[config.mk]
export PLATFORM = sky130hd
export DESIGN_NAME = gpu_irq_status_mmu_handshake_regs_flat
export DESIGN_NICKNAME = d
export VERILOG_FILES = /design/src/rtl/gisr_pkg.sv /design/src/rtl/gisr_if.sv /design/src/rtl/gisr_core.sv /design/src/rtl/gisr_out_reg.sv /design/src/rtl/gpu_irq_status_mmu_handshake_regs.sv /design/src/flat_wrapper.sv
export SDC_FILE = /design/constraint.sdc
export NUM_CORES = 1
export LEC_CHECK = 0
export BUFFER_PORTS_ARGS = -buffer_cell sky130_fd_sc_hd__buf_2
export CAP_MARGIN = 0
export CORE_ASPECT_RATIO = 0.75
export CORE_UTILIZATION = 25
export CTS_CLUSTER_DIAMETER = 60
export DETAILED_ROUTE_END_ITERATION = 10
export PLACE_DENSITY = 0.42
export SLEW_MARGIN = 20
export SYNTH_ARGS = -nofsm -noshare
export SYNTH_HDL_FRONTEND = slang
export SYNTH_SLANG_ARGS = --single-unit
export TNS_END_PERCENT = 30
[constraint.sdc]
create_clock -name clk -period 3.97 [get_ports clk]
set_clock_uncertainty 0.05 [all_clocks]
set_input_delay 0.397 -clock clk [delete_from_list [all_inputs] [get_ports clk]]
set_output_delay 0.397 -clock clk [all_outputs]
set_load 0.01 [all_outputs]
[src/rtl/gisr_pkg.sv]
package gisr_pkg;

  // request kinds carried in req_type; the fourth code is a no-op
  typedef enum logic [1:0] {
    REQ_READ  = 2'd0,
    REQ_WRITE = 2'd1,
    REQ_TICK  = 2'd2
  } req_kind_t;

  // configuration register indexes
  localparam logic [1:0] CFG_SHIM_ENABLE  = 2'd0;
  localparam logic [1:0] CFG_ACK_ENABLE   = 2'd1;
  localparam logic [1:0] CFG_PERIOD_TICKS = 2'd2;

  localparam int unsigned CFG_IDX_W  = 2;
  localparam int unsigned CFG_DATA_W = 24;
  localparam int unsigned OFS_W      = 24;
  localparam int unsigned DATA_W     = 32;
  localparam int unsigned TICK_W     = 24;
  localparam int unsigned STATUS_W   = 11;

  // register map
  localparam logic [OFS_W-1:0] OFS_STATUS = 24'h00012c;
  localparam logic [OFS_W-1:0] OFS_MASK   = 24'h000130;
  localparam logic [OFS_W-1:0] OFS_CLEAR  = 24'h000134;
  localparam logic [OFS_W-1:0] OFS_IDENT  = 24'h000f00;
  localparam logic [OFS_W-1:0] OFS_MMU    = 24'h001020;

  localparam logic [DATA_W-1:0]   IDENT_VALUE  = 32'h0102_0000;
  localparam logic [DATA_W-1:0]   MMU_ACK      = 32'h0001_0000;
  localparam int unsigned         MMU_ACK_BIT  = 16;
  localparam int unsigned         MMU_REQ_BIT  = 0;
  localparam logic [STATUS_W-1:0] STATUS_FIXED = 11'h140;
  // frame-done bits and the 2D-sync bit
  localparam logic [STATUS_W-1:0] POST_BITS    = 11'h04c | 11'h400;
  localparam logic [TICK_W-1:0]   PERIOD_RESET = 24'd16000;

  // one result beat
  typedef struct packed {
    logic [DATA_W-1:0] read_data;
    logic              irq_level;
  } rsp_beat_t;

endpackage

[src/rtl/gisr_if.sv]
// request channel: read, write or timer tick
interface gisr_req_if
  import gisr_pkg::*;
();
  logic              valid;
  logic              ready;
  logic [1:0]        req_type;
  logic [OFS_W-1:0]  reg_offset;
  logic [DATA_W-1:0] write_data;

  modport source (output valid, output req_type, output reg_offset, output write_data,
                  input ready);
  modport sink   (input valid, input req_type, input reg_offset, input write_data,
                  output ready);
endinterface

// result channel
interface gisr_rsp_if
  import gisr_pkg::*;
();
  logic              valid;
  logic              ready;
  logic [DATA_W-1:0] read_data;
  logic              irq_level;

  modport source (output valid, output read_data, output irq_level, input ready);
  modport sink   (input valid, input read_data, input irq_level, output ready);
endinterface

[src/rtl/gisr_core.sv]
module gisr_core
  import gisr_pkg::*;
(
  input  logic                 clk,
  input  logic                 rst,
  input  logic                 cfg_we,
  input  logic [CFG_IDX_W-1:0] cfg_index,
  input  logic [CFG_DATA_W-1:0] cfg_data,
  input  logic                 accept,
  input  logic [1:0]           req_type,
  input  logic [OFS_W-1:0]     reg_offset,
  input  logic [DATA_W-1:0]    write_data,
  output rsp_beat_t            beat
);

  // configuration
  logic              shim_enable;
  logic              ack_enable;
  logic [TICK_W-1:0] period_ticks;

  // register state
  logic [DATA_W-1:0]   mmu_control, mmu_control_next;
  logic                mmu_touched, mmu_touched_next;
  logic [STATUS_W-1:0] pending_status, pending_status_next;
  logic [DATA_W-1:0]   irq_mask, irq_mask_next;
  logic                timer_running, timer_running_next;
  logic [TICK_W-1:0]   ticks_left, ticks_left_next;
  logic                irq_line, irq_line_next;
  logic [DATA_W-1:0]   read_data;

  // configuration writes; indexes beyond the list are dropped
  always_ff @(posedge clk) begin
    if (rst) begin
      shim_enable  <= 1'b0;
      ack_enable   <= 1'b0;
      period_ticks <= PERIOD_RESET;
    end else if (cfg_we) begin
      case (cfg_index)
        CFG_SHIM_ENABLE:  shim_enable  <= cfg_data[0];
        CFG_ACK_ENABLE:   ack_enable   <= cfg_data[0];
        CFG_PERIOD_TICKS: period_ticks <= cfg_data[TICK_W-1:0];
        default: ;
      endcase
    end
  end

  // next state and read data for the beat on the input
  always_comb begin
    logic [STATUS_W-1:0] cleared;
    logic [STATUS_W-1:0] posted;
    logic [DATA_W-1:0]   mmu_view;
    cleared = pending_status & ~write_data[STATUS_W-1:0];
    posted  = pending_status | (POST_BITS & irq_mask[STATUS_W-1:0]);
    mmu_view = mmu_control;
    if (ack_enable) begin
      mmu_view[MMU_ACK_BIT] = mmu_control[MMU_REQ_BIT];
    end
    if (!mmu_touched) begin
      mmu_view = MMU_ACK;
    end

    mmu_control_next    = mmu_control;
    mmu_touched_next    = mmu_touched;
    pending_status_next = pending_status;
    irq_mask_next       = irq_mask;
    timer_running_next  = timer_running;
    ticks_left_next     = ticks_left;
    irq_line_next       = irq_line;
    read_data           = '0;

    case (req_type)
      REQ_READ: begin
        case (reg_offset)
          OFS_STATUS: begin
            read_data = {{(DATA_W-STATUS_W){1'b0}}, STATUS_FIXED | pending_status};
            // clear on read
            if (ack_enable) begin
              pending_status_next = '0;
              irq_line_next       = 1'b0;
            end
          end
          OFS_IDENT: read_data = IDENT_VALUE;
          OFS_MMU:   read_data = mmu_view;
          default:   read_data = '0;
        endcase
      end
      REQ_WRITE: begin
        case (reg_offset)
          OFS_MMU: begin
            mmu_control_next = write_data;
            mmu_touched_next = 1'b1;
          end
          OFS_MASK: begin
            if (shim_enable) begin
              irq_mask_next = write_data;
              if (write_data != '0) begin
                timer_running_next = 1'b1;
                ticks_left_next    = period_ticks;
              end else begin
                timer_running_next  = 1'b0;
                ticks_left_next     = '0;
                pending_status_next = '0;
                irq_line_next       = 1'b0;
              end
            end
          end
          OFS_CLEAR: begin
            if (shim_enable) begin
              pending_status_next = cleared;
              if (cleared == '0) begin
                irq_line_next = 1'b0;
              end
            end
          end
          default: ;
        endcase
      end
      REQ_TICK: begin
        if (timer_running && shim_enable) begin
          if (ticks_left > TICK_W'(1)) begin
            ticks_left_next = ticks_left - TICK_W'(1);
          end else if (irq_mask == '0) begin
            // expiry with nothing armed stops the timer
            timer_running_next = 1'b0;
            ticks_left_next    = '0;
          end else begin
            pending_status_next = posted;
            if (posted != '0) begin
              irq_line_next = 1'b1;
            end
            ticks_left_next = period_ticks;
          end
        end
      end
      default: ;
    endcase
  end

  // state update on each accepted beat
  always_ff @(posedge clk) begin
    if (rst) begin
      mmu_control    <= '0;
      mmu_touched    <= 1'b0;
      pending_status <= '0;
      irq_mask       <= '0;
      timer_running  <= 1'b0;
      ticks_left     <= '0;
      irq_line       <= 1'b0;
    end else if (accept) begin
      mmu_control    <= mmu_control_next;
      mmu_touched    <= mmu_touched_next;
      pending_status <= pending_status_next;
      irq_mask       <= irq_mask_next;
      timer_running  <= timer_running_next;
      ticks_left     <= ticks_left_next;
      irq_line       <= irq_line_next;
    end
  end

  assign beat.read_data = read_data;
  assign beat.irq_level = irq_line_next;

endmodule

[src/rtl/gisr_out_reg.sv]
module gisr_out_reg
  import gisr_pkg::*;
(
  input  logic       clk,
  input  logic       rst,
  input  logic       load,
  input  rsp_beat_t  beat,
  output logic       space,
  gisr_rsp_if.source rsp
);

  logic      valid;
  rsp_beat_t held;

  // free when empty or when the held beat leaves this cycle
  assign space = !valid || rsp.ready;

  always_ff @(posedge clk) begin
    if (rst) begin
      valid <= 1'b0;
    end else if (load) begin
      valid <= 1'b1;
    end else if (rsp.ready) begin
      valid <= 1'b0;
    end
  end

  // payload, no reset needed
  always_ff @(posedge clk) begin
    if (load) begin
      held <= beat;
    end
  end

  assign rsp.valid     = valid;
  assign rsp.read_data = held.read_data;
  assign rsp.irq_level = held.irq_level;

endmodule

[src/rtl/gpu_irq_status_mmu_handshake_regs.sv]
// Register block for a graphics core: MMU control with request/acknowledge
// mirror, interrupt mask driving a periodic completion timer, clear-on-read
// status, write-one-to-clear register and a fixed identifier.
//
// req carries one beat per bus read, bus write or timer tick; rsp returns
// one beat for each, with read data (zero for writes and ticks) and the
// interrupt level after that request. Configuration (shim enable, ack
// enable, timer period) is written through cfg_we/cfg_index/cfg_data by the
// user while no request is in flight; the block does not enforce this.
//
// A request accepted at a clock edge has its result on rsp right after that edge.
// Throughput is one request per cycle while the receiver takes each result,
// set by the single output register; the state update is one pass of logic.
//
// Reset clears all register state and configuration (period back to 16000)
// and empties the output register. When the receiver stalls, the held
// result stays on rsp and req accepts no further beat until it is taken.
module gpu_irq_status_mmu_handshake_regs
  import gisr_pkg::*;
(
  input  logic                  clk,
  input  logic                  rst,
  input  logic                  cfg_we,
  input  logic [CFG_IDX_W-1:0]  cfg_index,
  input  logic [CFG_DATA_W-1:0] cfg_data,
  gisr_req_if.sink              req,
  gisr_rsp_if.source            rsp
);

  logic      space;
  logic      accept;
  rsp_beat_t beat;

  assign req.ready = space;
  assign accept    = req.valid && space;

  gisr_core u_core (
    .clk        (clk),
    .rst        (rst),
    .cfg_we     (cfg_we),
    .cfg_index  (cfg_index),
    .cfg_data   (cfg_data),
    .accept     (accept),
    .req_type   (req.req_type),
    .reg_offset (req.reg_offset),
    .write_data (req.write_data),
    .beat       (beat)
  );

  gisr_out_reg u_out (
    .clk   (clk),
    .rst   (rst),
    .load  (accept),
    .beat  (beat),
    .space (space),
    .rsp   (rsp)
  );

endmodule

[src/flat_wrapper.sv]
// flat-port wrapper written by rule: the top's interface ports become plain ports
module gpu_irq_status_mmu_handshake_regs_flat import gisr_pkg::*;
  (clk, rst, cfg_we, cfg_index, cfg_data, req_valid, req_req_type, req_reg_offset, req_write_data, req_ready, rsp_valid, rsp_read_data, rsp_irq_level, rsp_ready);
  gisr_req_if req_i ();
  gisr_rsp_if rsp_i ();
  input  logic clk;
  input  logic rst;
  input  logic cfg_we;
  input  logic [CFG_IDX_W-1:0] cfg_index;
  input  logic [CFG_DATA_W-1:0] cfg_data;
  input wire logic [$bits(req_i.valid)-1:0] req_valid;
  input wire logic [$bits(req_i.req_type)-1:0] req_req_type;
  input wire logic [$bits(req_i.reg_offset)-1:0] req_reg_offset;
  input wire logic [$bits(req_i.write_data)-1:0] req_write_data;
  output wire logic [$bits(req_i.ready)-1:0] req_ready;
  output wire logic [$bits(rsp_i.valid)-1:0] rsp_valid;
  output wire logic [$bits(rsp_i.read_data)-1:0] rsp_read_data;
  output wire logic [$bits(rsp_i.irq_level)-1:0] rsp_irq_level;
  input wire logic [$bits(rsp_i.ready)-1:0] rsp_ready;
  assign req_i.valid = req_valid;
  assign req_i.req_type = req_req_type;
  assign req_i.reg_offset = req_reg_offset;
  assign req_i.write_data = req_write_data;
  assign req_ready = req_i.ready;
  assign rsp_valid = rsp_i.valid;
  assign rsp_read_data = rsp_i.read_data;
  assign rsp_irq_level = rsp_i.irq_level;
  assign rsp_i.ready = rsp_ready;
  gpu_irq_status_mmu_handshake_regs u_core (.clk(clk), .rst(rst), .cfg_we(cfg_we), .cfg_index(cfg_index), .cfg_data(cfg_data), .req(req_i), .rsp(rsp_i));
endmodule
==> impl_results.md, run 1 <==
- Most common cell after layout, fill and taps aside: nand2_1
- CTS resizes: 0
- Register bit total from synthesis: 162
- Final GP Congestion: 0.8452
- DR pass1 iterations: 10
- Crit-path slowest cell: or4_1
- Fmax achieved: 336.0 MHz
- Hold Crit Class: in2reg
- Tightest Pin Transition: a little over 1000 ps
- Cell Chain, Critical Path: or4_1 -> nor3_1 -> nand2_1 -> o41a_1 -> or3_1 -> mux2_2
- Final min period: 2976 ps
- Crit Path Max Fanout: 8
- Nature of the critical path endpoint: register
- Final wirelength: between 20000 and 25000 µm
- Distinct cells, synth: 54
- Largest net degree at the start of global routing: 52
- Worst relative slew slack: 31.67%
- Post-synthesis sequential area ratio: between 40% and 50%
- Initial drt markers: 411
- Vias in the first global route: 6164
- Yosys top cell area share: between 30% and 40%
- Final Max Slew Viols: 0
- CTS Sinks: 162
- GRT Residual Overflow: 0
- Clock power share: 45.8%
- Design Area, Final: 0.008869 mm²
- Input/output buffers: 123
- Worst supply voltage drop on vdd: 0.2935 mV
- Placed instance count: roughly 1300
- Int Power: 2.730 mW
- Most Used Layer, Global Route: met2
- Synth async-reset ratio: 0%
- DRC: 0
- WS Path Type: reg2reg
- # hold bufs at CTS: 0
- Net count after synthesis: roughly 950
- Remaining antenna violation count: 0
- CP startpoint kind: register
- Net Sw Frac: 24.22%
- N_diodes: 0
- YS warnings: 0
- Met3 Use GR: 3.233%
- Pwr/cell area: 406.2 mW/mm²
- Pre-CTS setup slack: 679.5 ps
- Comb power frac: between 6 and 7%
- Max cap viols: 0
- CP Data Arrival Time: 3240 ps
- CP max stage delay: approximately 580 ps
- CTS root buf: clkbuf_16
- Final Power: 3.603 mW
- Die H: 149.2 µm
- WL per Instance: 16.60 µm
- Synth area leaders: dfxtp_1 (36%), edfxtp_1 (14%), nand2_1 (10%), a21oi_1 (7.1%), nor2_1 (3.1%)
- Placed cell area: 0.008289 mm²
- Clock tree buffer depth: 2
- Synth Instances: 859
- Tcrit/Tclk final: roughly three quarters
- Clk_lat worst skew: roughly 430 ps
- Final Non-Filler Cells: around 1400
- Post-CTS setup buffer count: 0
- # rows: 53
- Number of flops mapped to enable cells by yosys: 33
- Critical path required time: 4240 ps
- IO Pins: 124
- Setup violators final: 0
- Core ar.: approximately 0.028 mm²
- P_sw: between 0.8 and 0.9 mW
- Share of layout cells above drive strength 1: between 15 and 20%
- Leading area contributor after synthesis: dfxtp_1
- Total die area: 0.02956 mm²
- Final worst setup slack: between 900 and 1000 ps
- Antenna violations before repair: 0
- Reg clk slew, reported paths: 70 ps
- Setup TNS: 0 ps
- Leading cell types in the layout, fill and taps excluded: nand2_1 (197), dfxtp_1 (129), buf_2 (122)
- Outcome: finished, final reports clean
- H-tree depth: 4
- Post-DP HPWL: 15890 µm
- Via density: 4.707
- M2 GR Usage: 24.56%
- CTS tree: built
- Hold Vio Cnt, Final: 0
- Total CTS buffers: 17
- Seq pwr share: approximately 48%
- RSZ-0062 raised after global routing: false
- Met1 GRT Util: 21.95%
- Post-Syn Area: 0.007218 mm²
- Top_reg_cell synth: dfxtp_1
- Leakage: 3.205 nW
- Die W: 198.2 µm
- Vias post-DR: 6449
- Initial Util: between 20% and 30%
- Layout area overhead: 22.86%
- Avg Cell Area, Syn: roughly 8.4 µm²
- First-pass GRT wire length: 35160 µm
- Final #Nets: 1067
- GRT Total Usage: about 16%
==> final timing paths <==
kind / from / endpoint / slack [ps] / cells past startpoint
worst min register to register: u_core.u_core.mmu_control[11] / u_core.u_core.mmu_control[11] / 400 / 2
worst max-delay path: u_core.u_core.ticks_left[19] / u_core.u_core.pending_status[10] / 990 / 6
worst min-delay path: cfg_data[12] / u_core.u_core.period_ticks[12] / 130 / 3
worst max register to register: u_core.u_core.ticks_left[19] / u_core.u_core.pending_status[10] / 990 / 6
==> through the flow <==
| stage | utilization [%] | hold slack [ps] |
|---|---|---|
| floorplan | - | 381.5 |
| global placement | 29.41 | 387.9 |
| detailed placement | 29.41 | 392.9 |
| CTS | 31.47 | 111.9 |
| global route | 31.47 | 121.8 |
| finish | 31.47 | 128.8 |
==> flip-flops by register name, indices dropped and copies added (netlist names) <==
name / flops
u_core.u_core.shim_enable: 1
u_core.u_core.ticks_left: 24
u_core.u_out.rsp.read_data: 32
u_core.u_core.irq_line: 1
u_core.u_out.rsp.valid: 1
u_core.u_core.ack_enable: 1
u_core.u_out.rsp.irq_level: 1
u_core.u_core.mmu_control: 32
u_core.u_core.mmu_touched: 1
u_core.u_core.timer_running: 1
u_core.u_core.pending_status: 11
u_core.u_core.irq_mask: 32
u_core.u_core.period_ticks: 24
==> area by class of cell <==
class | instances | area, µm²
Tap cell | 385 | 481.7
Multi-Input combinational cell | 621 | 3353
Timing Repair Buffer | 146 | 790.8
Clock inverter | 13 | 136.4
Fill cell | 3076 | 19310
Clock buffer | 19 | 442.9
Sequential cell | 162 | 3573
Inverter | 24 | 90.09
==> synthesized netlist by cell type, types with 3 or more instances <==
library cell  instances
xor2_1                9
or3_1                 5
a22oi_1               9
or2_2                 6
inv_1                24
o22ai_1               6
nand3b_1              9
nand4_1              10
nand2b_1              5
o31ai_1               3
nor3_1               32
nor2_1               60
edfxtp_1             33
nand2_1             197
buf_1                 3
a221oi_1             22
and2_1               20
xnor2_1               6
o21ai_0               7
or4_1                 8
nor2b_1               7
ha_1                  6
a21oi_1             102
buf_2                 6
clkbuf_1             42
dfxtp_1             129
mux2_2                4
a211oi_1             14
nand3_1               8
and3_1                5
o211ai_1              3
nor4_1               30
==> routing by layer <==
| layer | vias up | part of all wire (%) |
|---|---|---|
| li1 | 3258 | - |
| met1 | 3068 | 50 |
| met2 | 113 | 45 |
| met3 | 10 | 3.7 |
| met4 | 0 | 0.72 |
| met5 | - | 0 |
==> power groups by stage <==
| stage | clock [mW] | combinational (mW) | sequential, mW |
|---|---|---|---|
| after detailed placement | 0 | 0.238 | 1.75 |
| final | 1.65 | 0.236 | 1.72 |
| after global routing | 1.77 | 0.259 | 1.72 |
| after floorplan | 0 | 0.0998 | 1.76 |
| after CTS | 1.70 | 0.240 | 1.72 |
| after global placement | 0 | 0.240 | 1.75 |
==> cells by family (layout without fill, tap and decap cells) <==
kind of cell             count (synthesis)  after routing  share of synthesized area, %
AO/OA/AOI/OAI                          182            182                         15.76
XOR/XNOR                                15             15                         1.820
adder cells (fa/ha/maj)                  6              6                         1.040
buffers and inverters                   76            202                         4.160
flip-flops                             162            162                         49.51
multiplexers                             6              6                        0.9013
AND/OR/NAND/NOR                        412            412                         26.82
==> critical path: cells and delay by family (launching register included) <==
family           cells  cell delay (ps)
AND/OR/NAND/NOR      4             1700
AO/OA/AOI/OAI        1              430
flip-flops           1              380
multiplexers         1              300
(Power assumes the default switching activity.)
==> run 2: changes to the inputs <==
==> constraint.sdc (replaced) <==
create_clock -name clk -period 2.8 [get_ports clk]
set_clock_uncertainty 0.05 [all_clocks]
set_input_delay 0.28 -clock clk [delete_from_list [all_inputs] [get_ports clk]]
set_output_delay 0.28 -clock clk [all_outputs]
set_load 0.01 [all_outputs]
==> impl_results.md, run 2 (same netlist as run 1, synthesis figures left out) <==
- Outcome: finished, final reports clean
- Final wirelength: 23200 µm (+2.0%)
- Sequential cell area: 0.003573 mm² (unchanged)
- CP max stage delay: 640 ps (+60 ps)
- Comb power frac: 6.9% (+0.3 points)
- Most common cell after layout, fill and taps aside: nand2_1
- Initial drt markers: 350 (-15%)
- Crit-path slowest cell: or4_1
- Worst supply voltage drop on vdd: 0.4278 mV (+46%)
- Final Max Slew Viols: 0 (unchanged)
- Crit Path Max Fanout: 5 (-3)
- Reg clk slew, reported paths: 60 ps (about the same)
- Clock tree buffer depth: 2 (unchanged)
- Total die area: 0.02956 mm² (unchanged)
- Vias in the first global route: 6317 (+2.5%)
- WL per Instance: 16.47 µm (-0.74%)
- Share of layout cells above drive strength 1: 22.09% (+2.6 points)
- Area of the multi-input gates: 0.003358 mm² (+0.15%)
- RSZ-0062 raised after global routing: false
- CP Data Arrival Time: 2910 ps (-330 ps)
- Largest net degree at the start of global routing: 70 (+35%)
- Net Sw Frac: 23.94% (-0.28 points)
- Final #Nets: 1105 (+3.6%)
- WS Path Type: reg2reg
- Die W: 198.2 µm (unchanged)
- Clk_lat worst skew: 430 ps (about the same)
- Max cap viols: 0 (unchanged)
- Design Area, Final: 0.009243 mm² (+4.2%)
- Die H: 149.2 µm (unchanged)
- Layout area overhead: 28.05%
- CTS root buf: clkbuf_16
- GRT Residual Overflow: 0 (unchanged)
- Post-DP HPWL: 16350 µm (+2.9%)
- Final min period: 2640 ps (-336.2 ps)
- GRT Total Usage: 16.21% (+0.57 points)
- First-pass GRT wire length: 35940 µm (+2.2%)
- Placed cell area: 0.008607 mm² (+3.8%)
- CTS tree: built
- Core Util, Final: 32.79% (+1.3 points)
- CTS Sinks: 162 (unchanged)
- Cell Chain, Critical Path: or4_1 -> nor3_2 -> nand2_1 -> o41a_1 -> or3_1 -> mux2_2
- Input/output buffers: 123 (unchanged)
- Tightest Pin Transition: 601.6 ps (-420.3 ps)
- Setup violators final: 0 (unchanged)
- Seq pwr share: 46.8% (-0.9 points)
- DR pass1 iterations: 5 (-5)
- Hold slack: 22.01 ps (-106.8 ps)
- Vias post-DR: 6585 (+2.1%)
- Worst reg2reg setup slack: 160 ps (-830 ps)
- Fmax achieved: 378.8 MHz (+13%)
- CP startpoint kind: register
- Filler instances: 3038 (-1.2%)
- Hold Vio Cnt, Final: 0 (unchanged)
- H-tree depth: 4 (unchanged)
- Top Family by Delay on Critical Path: simple AND/OR/NAND/NOR gates
- Antenna violations before repair: 0 (unchanged)
- Initial Util: 25.61% (unchanged)
- Total CTS buffers: 17 (unchanged)
- Post-CTS setup buffer count: 0 (unchanged)
- Leading cell types in the layout, fill and taps excluded: nand2_1 (197), dfxtp_1 (129), buf_2 (122)
- Core ar.: 0.02818 mm² (unchanged)
- Remaining antenna violation count: 0 (unchanged)
- Tcrit/Tclk final: 94.27% (+19 points)
- Pwr/cell area: 562.5 mW/mm² (+38%)
- Leakage: 3.409 nW (+6.4%)
- Crit path buf inv count: 0 (unchanged)
- Hold Crit Class: in2reg
- Critical path required time: 3070 ps (-1170 ps)
- # rows: 53 (unchanged)
- Nature of the critical path endpoint: register
- IO Pins: 124 (unchanged)
- Via density: 4.677 (-0.65%)
- DRC: 0 (unchanged)
- Clock power share: 46.3% (+0.5 points)
- Int Power: 3.955 mW (+45%)
- N_diodes: 0 (unchanged)
- Final GP Congestion: 0.8143 (-3.7%)
- P_sw: 1.245 mW (+43%)
- Worst relative slew slack: 59.81% (+28 points)
run 2: cell types whose count changed in the layout (fill, tap and decap cells not counted), moves of 2 or more:
cell,previous run,this run
buf_4,24,53
buf_12,0,5
dlygate4sd3_1,0,4
clkinv_4,3,0
inv_6,1,3
run 2: final timing paths:
kind	from	endpoint	cells after the start
max	u_core.u_core.ticks_left[21]	u_core.u_core.pending_status[2]	6
min	cfg_data[13]	u_core.u_core.period_ticks[13]	3
max reg2reg	u_core.u_core.ticks_left[21]	u_core.u_core.pending_status[2]	6
min reg2reg	u_core.u_core.mmu_control[31]	u_core.u_core.mmu_control[31]	2
run 2: metrics by stage:
stage / TNS (ps) / setup slack [ps] / total power, mW / instances
after CTS: 0 / 109.4 / 5.275 / 1408
final: 0 / 160.4 / 5.199 / 1408
after floorplan: 0 / 2.705 / 2.639 / 859
after global routing: 0 / 35.07 / 5.397 / 1408
after global placement: -5695 / -181.8 / 2.846 / 1372
after detailed placement: -9288 / -255.1 / 2.845 / 1372
run 2: timing repair:
item,4_1_cts,5_1_grt
gates resized for setup,0,1
setup endpoints to repair,0,3
endpoints found under the hold margin,4,0
hold buffers,4,0
run 2: cell type report:
class	count	share of cell area, %
flip-flops and latches	162	38.66
multi-input cells	621	36.33
repair buffers	184	12.43
well taps	385	5.212
clock buffers	18	4.643
clock inverters	14	1.746
inverters	24	0.9747
run 2: power by group through the flow:
stage | registers (mW) | clock network, mW | logic [mW]
final | 2.44 | 2.41 | 0.359
after global routing | 2.44 | 2.56 | 0.394
after CTS | 2.44 | 2.48 | 0.363
after detailed placement | 2.49 | 0 | 0.357
after global placement | 2.49 | 0 | 0.359
after floorplan | 2.50 | 0 | 0.142
run 2: layer usage:
metal | vias up | GRT usage [%] | wire (µm)
li1 | 3327 | - | -
met1 | 3101 | 23.21 | 11750
met2 | 142 | 24.25 | 10120
met3 | 15 | 3.617 | 1086
met4 | 0 | 4.457 | 230
met5 | - | 0 | 0
run 2: tightest hold or removal path, stage by stage:
cell,delay (ps)
buf_2,80
nand2_1,50
nand3b_1,70
